<file path="src/sv/tii_pkg.sv">
`timescale 1ns / 1ps

package tii_pkg;
   localparam int TABLE_DEPTH   = 256;
   localparam int IDX_W         = $clog2(TABLE_DEPTH);
   localparam int CNT_W         = IDX_W + 1;
   localparam int FRAC_W        = 16;
   localparam int QPOS_W        = IDX_W + FRAC_W;
   localparam int FPOS_W        = QPOS_W + 1;
   localparam int VAL_W         = 32;
   localparam int TINY_LIM      = ((1 << FRAC_W) + 99999) / 100000;
   localparam int DIV_CNT_W     = $clog2(FRAC_W + 1);

   typedef enum logic [1:0] {
      MODE_WR  = 2'd0,
      MODE_FWD = 2'd1,
      MODE_INV = 2'd2,
      MODE_NOP = 2'd3
   } mode_type;

   typedef enum logic [1:0] {
      ST_OK    = 2'd0,
      ST_BELOW = 2'd1,
      ST_END   = 2'd2,
      ST_FLAT  = 2'd3
   } status_type;
endpackage

</file>
<file path="src/sv/tii_frac_div.sv">
`timescale 1ns / 1ps

// floor(num * 2^FRAC_W / den) for 0 <= num <= den, den > 0; one bit per cycle
module tii_frac_div (
   input  logic                         clock,
   input  logic                         reset,
   input  logic                         start,
   input  logic [tii_pkg::VAL_W:0]      num,
   input  logic [tii_pkg::VAL_W:0]      den,
   output logic                         done,
   output logic [tii_pkg::FRAC_W:0]     quot
);
   logic                              busy_ff;
   logic                              done_ff;
   logic [tii_pkg::VAL_W+1:0]         rem_ff;
   logic [tii_pkg::VAL_W:0]           den_ff;
   logic [tii_pkg::FRAC_W:0]          q_ff;
   logic [tii_pkg::DIV_CNT_W-1:0]     cnt_ff;
   logic [tii_pkg::VAL_W+1:0]         rem2;
   logic [tii_pkg::VAL_W+1:0]         den_ext;

   assign rem2    = {rem_ff[tii_pkg::VAL_W:0], 1'b0};
   assign den_ext = {1'b0, den_ff};

   always_ff @(posedge clock) begin
      if (reset) begin
         busy_ff <= 1'b0;
         done_ff <= 1'b0;
      end else begin
         done_ff <= 1'b0;
         if (start) begin
            den_ff <= den;
            cnt_ff <= tii_pkg::DIV_CNT_W'(tii_pkg::FRAC_W);
            if (num == den) begin
               // full segment: quotient is exactly one
               q_ff    <= (tii_pkg::FRAC_W+1)'(1) << tii_pkg::FRAC_W;
               done_ff <= 1'b1;
            end else begin
               rem_ff  <= {1'b0, num};
               q_ff    <= '0;
               busy_ff <= 1'b1;
            end
         end else if (busy_ff) begin
            if (rem2 >= den_ext) begin
               rem_ff <= rem2 - den_ext;
               q_ff   <= {q_ff[tii_pkg::FRAC_W-1:0], 1'b1};
            end else begin
               rem_ff <= rem2;
               q_ff   <= {q_ff[tii_pkg::FRAC_W-1:0], 1'b0};
            end
            cnt_ff <= cnt_ff - 1'b1;
            if (cnt_ff == tii_pkg::DIV_CNT_W'(1)) begin
               busy_ff <= 1'b0;
               done_ff <= 1'b1;
            end
         end
      end
   end

   assign done = done_ff;
   assign quot = q_ff;
endmodule

</file>
<file path="config.mk">
export PLATFORM = sky130hd
export DESIGN_NAME = tii_frac_div
export DESIGN_NICKNAME = d
export VERILOG_FILES = /design/src/sv/tii_pkg.sv /design/src/sv/tii_frac_div.sv
export SDC_FILE = /design/constraint.sdc
export NUM_CORES = 1
export LEC_CHECK = 0
export BUFFER_PORTS_ARGS = -buffer_cell sky130_fd_sc_hd__buf_2
export CAP_MARGIN = 20
export CORE_UTILIZATION = 45
export CTS_CLUSTER_DIAMETER = 30
export DETAILED_ROUTE_END_ITERATION = 16
export PLACE_DENSITY = 0.68
export SETUP_SLACK_MARGIN = 0.4
export SYNTH_ARGS = -nofsm -noshare
export SYNTH_HDL_FRONTEND = slang
export SYNTH_SLANG_ARGS = --single-unit
</file>
<file path="constraint.sdc">
create_clock -name clock -period 3.9 [get_ports clock]
set_input_delay 0.78 -clock clock [delete_from_list [all_inputs] [get_ports clock]]
set_output_delay 0.78 -clock clock [all_outputs]
set_load 0.01 [all_outputs]
</file>
==> run_results.csv <==
group,metric,value,unit
outcome,outcome,"finished clean",
timing,period_needed,3.32,ns
route,viasPerCell,5.67,
logic_synthesis,syn_area,6100,um^2
die,die_h,118,um
worst_hold_path,min_path_type,"reg -> reg",
global_route,grt_max_degree,45,
global_route,wire_length_of_the_first_global_routing_pass,24.3,mm
timing,tightestPinTransition,0.784,ns
clocking,h_tree_level_count,3,
finish,drive_above_1_share,22.6,%
timing,hold_viol,0,
clocking,clock_tree.root_cell,"clkbuf_16",
clocking,cts_max_path_buffers,2,
logic_synthesis,yosys.area.top_type,"edfxtp_1",
die,die_w,118,um
route,route.detailed.wl_per_inst,18.3,um
pwr,total_power,3040,uW
global_route,grt_antenna_before_repair,0,
die,die_area,14000,um^2
timing,worst_relative_slew_slack,47.7,%
worst_setup_path,worst-setup-path-type,"reg -> reg",
finish,layout.area.seq,2680,um^2
route,drtPass1Iterations,5,
logic_synthesis,postSynth.topFlopCell,"edfxtp_1",
finish,multi_input_comb_area,3160,um^2
logic_synthesis,number_of_flops_mapped_to_enable_cells_by_yosys,88,
global_route,grt_overflow,0,
global_route,globalRouteTotalUtil,22.8,%
worst_setup_path,cp.required,4.01,ns
route,detail_route.wirelength,15.4,mm
place,io_port_bufs,86,
timing,setup_viol,0,
global_route,first_global_vias,4715,
logic_synthesis,syn_inst,582,
logic_synthesis,yosysWarningCount,0,
worst_setup_path,cp-start-kind,"register",
clocking,cts-buffers-inserted,9,
place,place_hpwl,11.5,mm
route,final_ant_viol_nets,0,
finish,num_antenna_cells,0,
place,gp_congestion,0.905,
die,start_util,46.0,%
die,rows,42,
worst_setup_path,timing.critical_path.arrival,3.42,ns
logic_synthesis,synth.top_cells.by_count,"edfxtp_1, inv_1, a21oi_1",
route,route.vias.total,4791,
logic_synthesis,synth_seq_cells,90,
logic_synthesis,postSynth.asyncResetShare,0,%
timing,final_max_slew_viol_count,0,
pwr,power_density,432,nW/um^2
pwr,worst_ir_drop_vdd,0.000266,V
run,max-cap-violations,0,
clocking,clkLatencyLatePin,0.36,ns
clocking,cts_tree,"done",
logic_synthesis,synth_top_area_share,43.3,%
timing,fmax,301,MHz
logic_synthesis,syn_avg_cell_area,10.5,um^2
timing,fin_crit_sh,85.1,%
clocking,cts_clock_pin_slew_for_the_worst_setup_and_hold_paths,0.08,ns
route,detailedRoute.firstIterationViolations,231,
timing,rsz0062_at_grt,"no",
finish,finalNetCount,769,
logic_synthesis,post_synth_main_area_contributors,"edfxtp_1, ha_1, xnor2_1",
finish,area_delta_synth_final,15.3,%
worst_setup_path,cp-end-kind,"register",
die,io_pins,87,
timing,finalClockSkew,0.00977,ns
logic_synthesis,cell_variety_after_synth,64,
logic_synthesis,synth.most_common_cell,"edfxtp_1",
clocking,cts_num_sinks,90,
worst_setup_path,critical_path_peak_fanout,22,
die,floorplan.core_area,13200,um^2
timing,timing.setup.tns,0,ns
finish,num-fill-cells,1212,
route,drc_errors,0,
logic_synthesis,ys_seq_area_share,44.0,%
pwr,static-leakage-power,0.00284,uW
logic_synthesis,synth.net_count,687,
placed cells by master (no fill, tap or decap), types with 4 or more instances in the layout:
cell type	instances
a21o_1	15
xnor2_1	41
xor2_1	19
a31oi_1	5
o2111ai_1	5
buf_4	7
o21a_1	4
nor2_1	29
buf_2	86
ha_1	35
o21ai_0	17
nand2b_1	11
o21bai_1	4
mux2_1	11
nor4_1	8
edfxtp_1	88
mux2_2	21
nor2b_1	25
clkbuf_16	9
a21oi_1	43
a221o_1	4
inv_1	46
nand4_1	14
nand2_1	23
nand3_1	10
nor3b_1	4
nor3_1	15
power by group:
part | internal [uW] | switching [uW] | leakage [uW]
Combinational | 413 | 537 | 0.00185
Clock | 450 | 427 | 0.000142
Sequential | 1170 | 38.2 | 0.000854
cells by family after synthesis:
logic type	count (synthesis)	share of synthesized area [%]
AOI/OAI and AO/OA	127	13.6
buffers and inverters	69	4.60
DFF	90	44.0
adders and majority gates	36	7.51
xor gates and xnor gates	60	8.62
muxes	35	6.49
and+or+nand+nor	165	15.2
through the flow:
stage	hold WS (ns)	util [%]	area, um^2	cells	setup slack [ns]
floorplan	0.444	-	6100	582	0.550
global placement	0.463	50.6	6700	828	0.432
detailed placement	0.487	50.6	6700	828	0.346
CTS	0.523	52.9	7000	844	0.438
global route	0.548	53.1	7030	845	0.436
finish	0.522	53.1	7030	845	0.583
final cells by class:
type	instances	area share, %
multi-input cells	423	44.9
flip-flops and latches	90	38.2
repair buffers	94	7.09
clock buffers	9	3.21
well taps	176	3.13
inverters	46	2.46
clock inverters	7	0.997
critical path, cell delays in order, from the launching register on:
cell and delay [ns]:
edfxtp_1 0.35, inv_1 0.08, fa_1 0.46, nand2b_1 0.20
a211oi_2 0.23, o21ai_1 0.19, a211oi_2 0.36, nor3_2 0.11
o21ai_2 0.21, buf_8 0.25, mux2_2 0.36, mux2_2 0.26
layer usage:
layer	vias up	GRT usage (%)	share of wire (%)	wire (um)
met2	140	36.2	47	7260
met3	18	4.20	4.8	738
met5	-	0	0	0
li1	2314	-	-	-
met4	0	8.78	1.9	289
met1	2319	30.7	46	7140
flip-flops by register name (all words and copies together) (netlist names):
| name | count |
|---|---|
| busy_ff | 1 |
| cnt_ff | 5 |
| den_ff | 33 |
| quot | 17 |
| done | 1 |
| rem_ff | 33 |
what timing repair did:
item / 4_1_cts / 5_1_grt
gates resized for setup: 1 / 5
hold buffers: 0 / 0
setup endpoints to repair: 11 / 18
pin swaps: 0 / 1
buffers inserted: 0 / 1
gates cloned: 0 / 0
worst paths after layout:
| check | start | endpoint | slack, ns | cells past startpoint |
|---|---|---|---|---|
| worst max register to register | rem_ff[0] | rem_ff[10] | 0.58 | 11 |
| worst min register to register | busy_ff | busy_ff | 0.52 | 2 |
| worst min-delay path | busy_ff | busy_ff | 0.52 | 2 |
| worst max-delay path | rem_ff[0] | rem_ff[10] | 0.58 | 11 |
Note: power is estimated with default switching activity, not from simulation.
